==> config.mk <==
export PLATFORM = sky130hd
export DESIGN_NAME = dba_ffz
export DESIGN_NICKNAME = d
export VERILOG_FILES = /design/src/hdl/dba_pkg.sv /design/src/hdl/dba_ffz.sv
export SDC_FILE = /design/constraint.sdc
export NUM_CORES = 1
export LEC_CHECK = 0
export BUFFER_PORTS_ARGS = -buffer_cell sky130_fd_sc_hd__buf_4
export CAP_MARGIN = 20
export CORE_MARGIN = 2
export CORE_UTILIZATION = 29
export DETAILED_ROUTE_END_ITERATION = 8
export GPL_TIMING_DRIVEN = 0
export PLACE_DENSITY_LB_ADDON = 0.3
export SYNTH_ARGS = -nofsm -noshare
export SYNTH_HDL_FRONTEND = slang
export SYNTH_SLANG_ARGS = --single-unit
==> constraint.sdc <==
create_clock -name vclk -period 2.55
set_clock_uncertainty 0.05 [all_clocks]
set_input_delay 0.3825 -clock vclk [all_inputs]
set_output_delay 0.3825 -clock vclk [all_outputs]
set_load 0.02 [all_outputs]
==> src/hdl/dba_pkg.sv <==
// ---------------------------------------------------------------------------
// dba_pkg
// Shared constants, codes and types of the dual bitmap allocator.
// ---------------------------------------------------------------------------
package dba_pkg;

	function automatic int clog2_min1(input int n);
		return (n > 1) ? $clog2(n) : 1;
	endfunction

	function automatic int max2(input int a, input int b);
		return (a > b) ? a : b;
	endfunction

	// map geometry (WORD_BITS is a power of two)
	localparam int WORD_BITS      = 32;
	localparam int INODE_MAP_BITS = 4096;
	localparam int ZONE_MAP_BITS  = 65536;
	localparam int WB_LOG         = clog2_min1(WORD_BITS);

	localparam int INODE_WORDS = (INODE_MAP_BITS + WORD_BITS - 1) / WORD_BITS;
	localparam int ZONE_WORDS  = (ZONE_MAP_BITS + WORD_BITS - 1) / WORD_BITS;
	// one summary bit per data word: set when the word has nothing free
	localparam int INODE_SUMS  = (INODE_WORDS + WORD_BITS - 1) / WORD_BITS;
	localparam int ZONE_SUMS   = (ZONE_WORDS + WORD_BITS - 1) / WORD_BITS;

	localparam int IW_AW     = clog2_min1(INODE_WORDS);
	localparam int ZW_AW     = clog2_min1(ZONE_WORDS);
	localparam int WA_W      = max2(IW_AW, ZW_AW);
	localparam int IS_AW     = clog2_min1(INODE_SUMS);
	localparam int ZS_AW     = clog2_min1(ZONE_SUMS);
	localparam int SA_W      = max2(IS_AW, ZS_AW);
	localparam int CLR_WORDS = max2(INODE_WORDS, ZONE_WORDS);

	localparam int FFZ_W  = max2(WORD_BITS, max2(INODE_SUMS, ZONE_SUMS));
	localparam int FFZ_AW = clog2_min1(FFZ_W);

	// field and register widths
	localparam int OP_W          = 2;
	localparam int INDEX_W       = 16;
	localparam int NUMBER_W      = 16;
	localparam int STATUS_W      = 2;
	localparam int INODE_LIMIT_W = 13;
	localparam int ZONE_LIMIT_W  = 17;
	localparam int LIM_W         = 17;
	localparam int CFG_ADDR_W    = 3;
	localparam int CFG_DATA_W    = 32;

	localparam logic [INODE_LIMIT_W-1:0] INODE_LIMIT_RST = INODE_LIMIT_W'(4096);
	localparam logic [ZONE_LIMIT_W-1:0]  ZONE_LIMIT_RST  = ZONE_LIMIT_W'(65536);

	// register index, from paddr[2]
	localparam logic REG_INODE_LIMIT = 1'b0;
	localparam logic REG_ZONE_LIMIT  = 1'b1;

	typedef enum logic [OP_W-1:0] {
		OP_ALLOC = 2'd0,
		OP_FREE  = 2'd1,
		OP_MARK  = 2'd2,
		OP_NONE  = 2'd3
	} op_t;

	typedef enum logic [STATUS_W-1:0] {
		STAT_OK    = 2'd0,
		STAT_FULL  = 2'd1,
		STAT_RANGE = 2'd2
	} status_t;

	typedef enum logic [2:0] {
		S_CLEAR,
		S_IDLE,
		S_ISSUE,
		S_SUM,
		S_DATA,
		S_WB,
		S_SUMUPD,
		S_DONE
	} state_t;

	typedef struct packed {
		logic              found;
		logic [FFZ_AW-1:0] pos;
	} ffz_res_t;

	// bits of the last summary word that stand for no real data word
	function automatic logic [WORD_BITS-1:0] sum_pad(input int nwords, input int nsums);
		logic [WORD_BITS-1:0] m;
		for (int j = 0; j < WORD_BITS; j++) begin
			m[j] = ((nsums - 1) * WORD_BITS + j >= nwords);
		end
		return m;
	endfunction

	localparam logic [WORD_BITS-1:0] INODE_SUM_PAD = sum_pad(INODE_WORDS, INODE_SUMS);
	localparam logic [WORD_BITS-1:0] ZONE_SUM_PAD  = sum_pad(ZONE_WORDS, ZONE_SUMS);

	// positions whose bit k of the index is set
	function automatic logic [FFZ_W-1:0] pos_mask(input int k);
		logic [FFZ_W-1:0] m;
		for (int i = 0; i < FFZ_W; i++) begin
			m[i] = ((i >> k) & 1) != 0;
		end
		return m;
	endfunction

endpackage

==> src/hdl/dba_ffz.sv <==
// ---------------------------------------------------------------------------
// dba_ffz
// Find-first-zero unit: position of the lowest clear bit of a vector.
// ---------------------------------------------------------------------------
module dba_ffz import dba_pkg::*; (
	input  logic [FFZ_W-1:0] vec,
	output ffz_res_t         res
);

	logic [FFZ_W-1:0] free_bits;
	logic [FFZ_W-1:0] lowest;

	assign free_bits = ~vec;
	// isolate the lowest set bit of the complement
	assign lowest    = free_bits & (~free_bits + FFZ_W'(1));

	always_comb begin
		res.found = |free_bits;
		for (int k = 0; k < FFZ_AW; k++) begin
			res.pos[k] = |(lowest & pos_mask(k));
		end
	end

endmodule

==> results of run 1 <==
repair_timing:
item,4_1_cts,5_1_grt
setup endpoints to repair,6,7
gates resized for setup,23,10
buffers inserted,7,10
pin swaps,10,15
metal layers:
layer  global-route usage [%]  vias up
li1                         -      989
met1                     25.9      932
met2                     31.4       60
met3                    0.563        2
met4                    0.839        0
met5                        0        -
metrics by stage:
stage | hold WS [ns] | total power [mW]
6_report | 1.10 | 0.209
5_1_grt | 1.13 | 0.227
4_1_cts | 1.09 | 0.201
3_5_place_dp | 1.09 | 0.188
3_3_place_gp | 1.10 | 0.186
2_1_floorplan | 0.934 | 0.0599
worst max-delay path, stage by stage:
cell,delay (ns)
buf_4,0.12
nand4_1,0.16
nor4_4,0.07
buf_4,0.14
nand2_4,0.12
o32ai_4,0.11
a221oi_2,0.36
o2111ai_2,0.22
a2111o_1,0.34
buf_4,0.16
how the worst max path moves through the flow:
stage / endpoint / startpoint
6_report: res[4] / vec[22]
5_1_grt: res[3] / vec[7]
4_1_cts: res[3] / vec[16]
3_5_place_dp: res[4] / vec[24]
3_3_place_gp: res[4] / vec[24]
2_1_floorplan: res[3] / vec[15]
Yosys cell counts, drive strengths merged, types with 2 or more instances:
master and instances:
o32ai 5, nand2b 7, a21oi 13, o31ai 2, buf 2, or2b 2, nor2 24, nand3b 2
nand3 15, a31oi 5, nor3 5, and3 3, o2111ai 3, o22ai 4, a2111o 2, a211oi 5
nor2b 2, nand2 32, a21boi 3, nand4 16, nand4b 4, nor3b 2, nor4 3, or3 3
o21ai 15, inv 18
cell type report:
cell class | instances | area [um^2]
Inverter | 18 | 67.6
Buffer | 2 | 22.5
Tap cell | 52 | 65.1
Timing Repair Buffer | 88 | 698
Multi-Input combinational cell | 190 | 1360
Fill cell | 444 | 2140
placed cells by master, fill, tap and decap left out, types with 3 or more instances in the layout:
cell	n
a21oi_1	12
a31oi_1	5
o22ai_1	4
nor3_4	3
nand4_4	4
a21boi_0	3
nand3_4	3
a211oi_1	4
nand2_1	31
and3_1	3
buf_4	81
nand3_1	11
o21ai_0	14
buf_6	6
nand4b_1	4
buf_8	3
nand2b_1	7
inv_1	18
nor2_1	23
nand4_1	12
cell families after synthesis:
group / after synthesis / synth area share [%]
AO/OA/AOI/OAI: 65 / 34.0
buffers and inverters: 20 / 6.37
AND/OR/NAND/NOR: 125 / 59.6
power breakdown:
| group | switching [mW] | total (mW) | leakage (nW) | internal [mW] |
|---|---|---|---|---|
| combinational | 0.101 | 0.209 | 0.940 | 0.108 |
| clock | 0 | 0 | 0 | 0 |
| sequential | 0 | 0 | 0 | 0 |
==> run metrics, run 1 <==
first-pass GRT wire length 7890 um; hold-fix buffer count after cts 0; hold violation total from the final report 0; final worst slack -0.0779 ns; Final ANT Viol Nets 0; Startpoint Class input port; DP Worst Slack -0.244 ns; I/O pins 71; Die Span X 71.4 um; Core ar. 4350 um^2; Slew headroom 70.4%; Hold Path Sink res[6]; initial antenna violation count 0; Yosys top cell area share 8.84%; failing checks setup timing; Syn Nets 274; RSZ-0062 raised after global routing yes; Max Cap Viol 0; Hold Path Class input port to primary output; mapped cell area 1320 um^2; drt pass-1 iters 4; minimum clock period 2.63 ns; layout sequential cell count 0; synthesis-to-finish area growth 68.3%; layout net count 364; Initial Util 30.2%; hold depth 4; synth top area cells nand2_1 (8.8%), nor2_1 (6.8%), nand4_1 (5.7%); FF/Latch Area 0 um^2; DP Wirelength 3860 um; Setup CP Type input port to primary output; YS warnings 0; post-synth top area cell nand2_1; total negative slack -0.138 ns; hold path start vec[63]; status finished with violations; Wirelength per Cell 14.4 um; Via Count 1983; Final Core Density 50.9%; largest net degree at the start of global routing 11; Setup Viol. Count Final 5; fin. max-slew vios 0; worst endpoint required time 2.12 ns; gpl congestion 0.880; CP arrival 2.20 ns; layout cells sized above 1 41.3%; vias in the first global route 1795; worst-margin pin slew 0.442 ns; register area share after synthesis 0%; Die Footprint 5090 um^2; Final Cell Area 2220 um^2; placed cell area 1910 um^2; CLK BUF 0; Syn Inst Count 210; die span in y 71.4 um; antenna cells 0; leak pwr 0.940 nW; IO Port Bufs 71; crit share post-route 103%; DRC viols 0; Inst Count DP 333; Crit. End Element primary output; WL met2 2470 um; initial DRC count 77; Pwr Density 94.4 nW/um^2; mean post-synth cell area 6.27 um^2; worst-path fanout max 7; Yosys cell types 51; Fmax 381 MHz; vias per inst 5.67; met1 WL 2280 um; final wirelength 5040 um; grt total ovfl 0; WL met3 259 um; top routing layer used met4; gr usage total 18.0%; # rows 24; fin cells 350; Max IR drop VDD 42.2 uV
No activity file was read; power rests on OpenSTA's default activity.
==> run 2, diff against run 1 <==
==> constraint.sdc (replaced) <==
create_clock -name vclk -period 2.6
set_clock_uncertainty 0.05 [all_clocks]
set_input_delay 0.39 -clock vclk [all_inputs]
set_output_delay 0.39 -clock vclk [all_outputs]
set_load 0.02 [all_outputs]
==> run metrics, run 2 (synthesized netlist as in run 1, its figures left out) <==
slowest cell delay on critical path 0.35 ns (was 0.36 ns); Slew headroom 71.9% (was 70.4%); CLK BUF 0 (unchanged); Pwr Total 0.201 mW (was 0.209 mW); failing checks setup timing (unchanged); hold-fix buffer count after cts 0 (unchanged); worst endpoint required time 2.16 ns (was 2.12 ns); Initial Util 30.2% (unchanged); fin. max-slew vios 0 (unchanged); Die Footprint 5090 um^2 (unchanged); Crit. End Element primary output (unchanged); I/O pins 71 (unchanged); CP Cell Sequence buf_4 > nand4_1 > nor4_4 > buf_4 > nand2_8 > o32ai_4 > a221oi_2 > o2111ai_2 > a2111o_1 > buf_6 (was buf_4 > nand4_1 > nor4_4 > buf_4 > nand2_4 > o32ai_4 > a221oi_2 > o2111ai_2 > a2111o_1 > buf_4); worst-path fanout max 7 (unchanged); switch share 48.4% (about the same); drt pass-1 iters 4 (unchanged); Critical-path top delay cell a2111o_1 (was a221oi_2); commonest non-fill, non-tap cell in the layout buf_4 (unchanged); area of the multi-input gates 1380 um^2 (was 1360 um^2); Inst Count DP 333 (unchanged); DRC viols 0 (unchanged); leak pwr 0.925 nW (was 0.940 nW); largest net degree at the start of global routing 11 (unchanged); Pwr Density 89.2 nW/um^2 (was 94.4 nW/um^2); die span in y 71.4 um (unchanged); Setup Viol. Count Final 1 (was 5); Final Cell Area 2260 um^2 (was 2220 um^2); fin cells 347 (was 350); first-pass GRT wire length 7560 um (was 7890 um); antenna cells 0 (unchanged); Max Cap Viol 0 (unchanged); hold depth 4 (unchanged); Hold Worst Slack 1.11 ns (was 1.10 ns); IO Port Bufs 71 (unchanged); clock power share 0% (about the same); RSZ-0062 raised after global routing yes (unchanged); synthesis-to-finish area growth 71.4% (was 68.3%); layout sequential cell count 0 (unchanged); layout cells sized above 1 41.4% (was 41.3%); CP arrival 2.16 ns (was 2.20 ns); combinational power share 100.0% (about the same); Internal 0.104 mW (was 0.108 mW); final worst slack -0.00291 ns (was -0.0779 ns); net switching power 0.0975 mW (was 0.101 mW); hold violation total from the final report 0 (unchanged); final wirelength 4970 um (was 5040 um); worst-margin pin slew 0.420 ns (was 0.442 ns); hold path start vec[63] (unchanged); gpl congestion 0.880 (unchanged); minimum clock period 2.60 ns; grt total ovfl 0 (unchanged); vias per inst 5.63 (was 5.67); vias in the first global route 1745 (was 1795); gr usage total 17.3% (was 18.0%); Core ar. 4350 um^2 (unchanged); power share of the sequential group 0% (about the same); layout net count 361 (was 364); placed cell area 1910 um^2 (unchanged); total negative slack -0.00291 ns (was -0.138 ns); status finished with violations (unchanged); Hold Path Sink res[6] (unchanged); initial DRC count 74 (was 77); Filler cells 429 (was 444); Setup CP Type input port to primary output (unchanged); Hold Path Class input port to primary output (unchanged); most frequent cells in the layout buf_4 (74), nand2_1 (31), nor2_1 (20) (was buf_4 (81), nand2_1 (31), nor2_1 (23)); DP Wirelength 3860 um (unchanged); Max IR drop VDD 41.3 uV (was 42.2 uV); # rows 24 (unchanged); Die Span X 71.4 um (unchanged); Startpoint Class input port (unchanged); initial antenna violation count 0 (unchanged); crit share post-route 100%; FF/Latch Area 0 um^2 (unchanged); Via Count 1954 (was 1983); Wirelength per Cell 14.3 um (was 14.4 um); CP most frequent cell buf_4 (unchanged); Final ANT Viol Nets 0 (unchanged); Fmax 384 MHz
-- run 2: metal layers --
layer	wire [um]	global-route usage [%]	vias to the layer above
met5	0	0	-
met4	44	0.419	0
met3	295	0.985	6
met2	2390	30.5	51
met1	2240	24.5	906
li1	-	-	991
-- run 2: layout make-up --
| type | count | area share, % |
|---|---|---|
| tap | 52 | 2.88 |
| buffer | 2 | 1.33 |
| inverter | 18 | 3.00 |
| multi-input combinational | 190 | 61.3 |
| timing repair buffer | 85 | 31.4 |
-- run 2: worst max-delay path, delay by kind of cell --
kind / cells / cell delay [ns]
simple gates: 3 / 0.33
compound gates: 4 / 1.00
buf+inv: 3 / 0.42
-- run 2: power groups by stage --
stage	Clock [mW]	Sequential, mW	Combinational (mW)
final	0	0	0.201
after global routing	0	0	0.219
after CTS	0	0	0.186
after detailed placement	0	0	0.184
after global placement	0	0	0.182
after floorplan	0	0	0.0587
-- run 2: worst max-delay path by stage --
stage	start	end	slack [ns]	depth (start not counted)
2_1_floorplan	vec[15]	res[3]	0.32	7
3_5_place_dp	vec[24]	res[4]	-0.21	9
6_report	vec[20]	res[4]	-0.003	10
5_1_grt	vec[4]	res[5]	-0.09	9
3_3_place_gp	vec[24]	res[4]	-0.19	9
4_1_cts	vec[10]	res[5]	-0.03	9
-- run 2: through the flow --
step           setup WS [ns]  utilization [%]
2_1_floorplan          0.321                -
3_3_place_gp          -0.192             44.0
3_5_place_dp          -0.209             44.0
4_1_cts              -0.0250             45.5
5_1_grt              -0.0898             51.8
6_report            -0.00291             51.8
-- run 2: timing repair --
item | 4_1_cts | 5_1_grt
setup buffers | 3 | 10
endpoints found under the setup margin | 6 | 7
resized for setup | 8 | 32
cloned | 0 | 1
pin swaps | 6 | 25
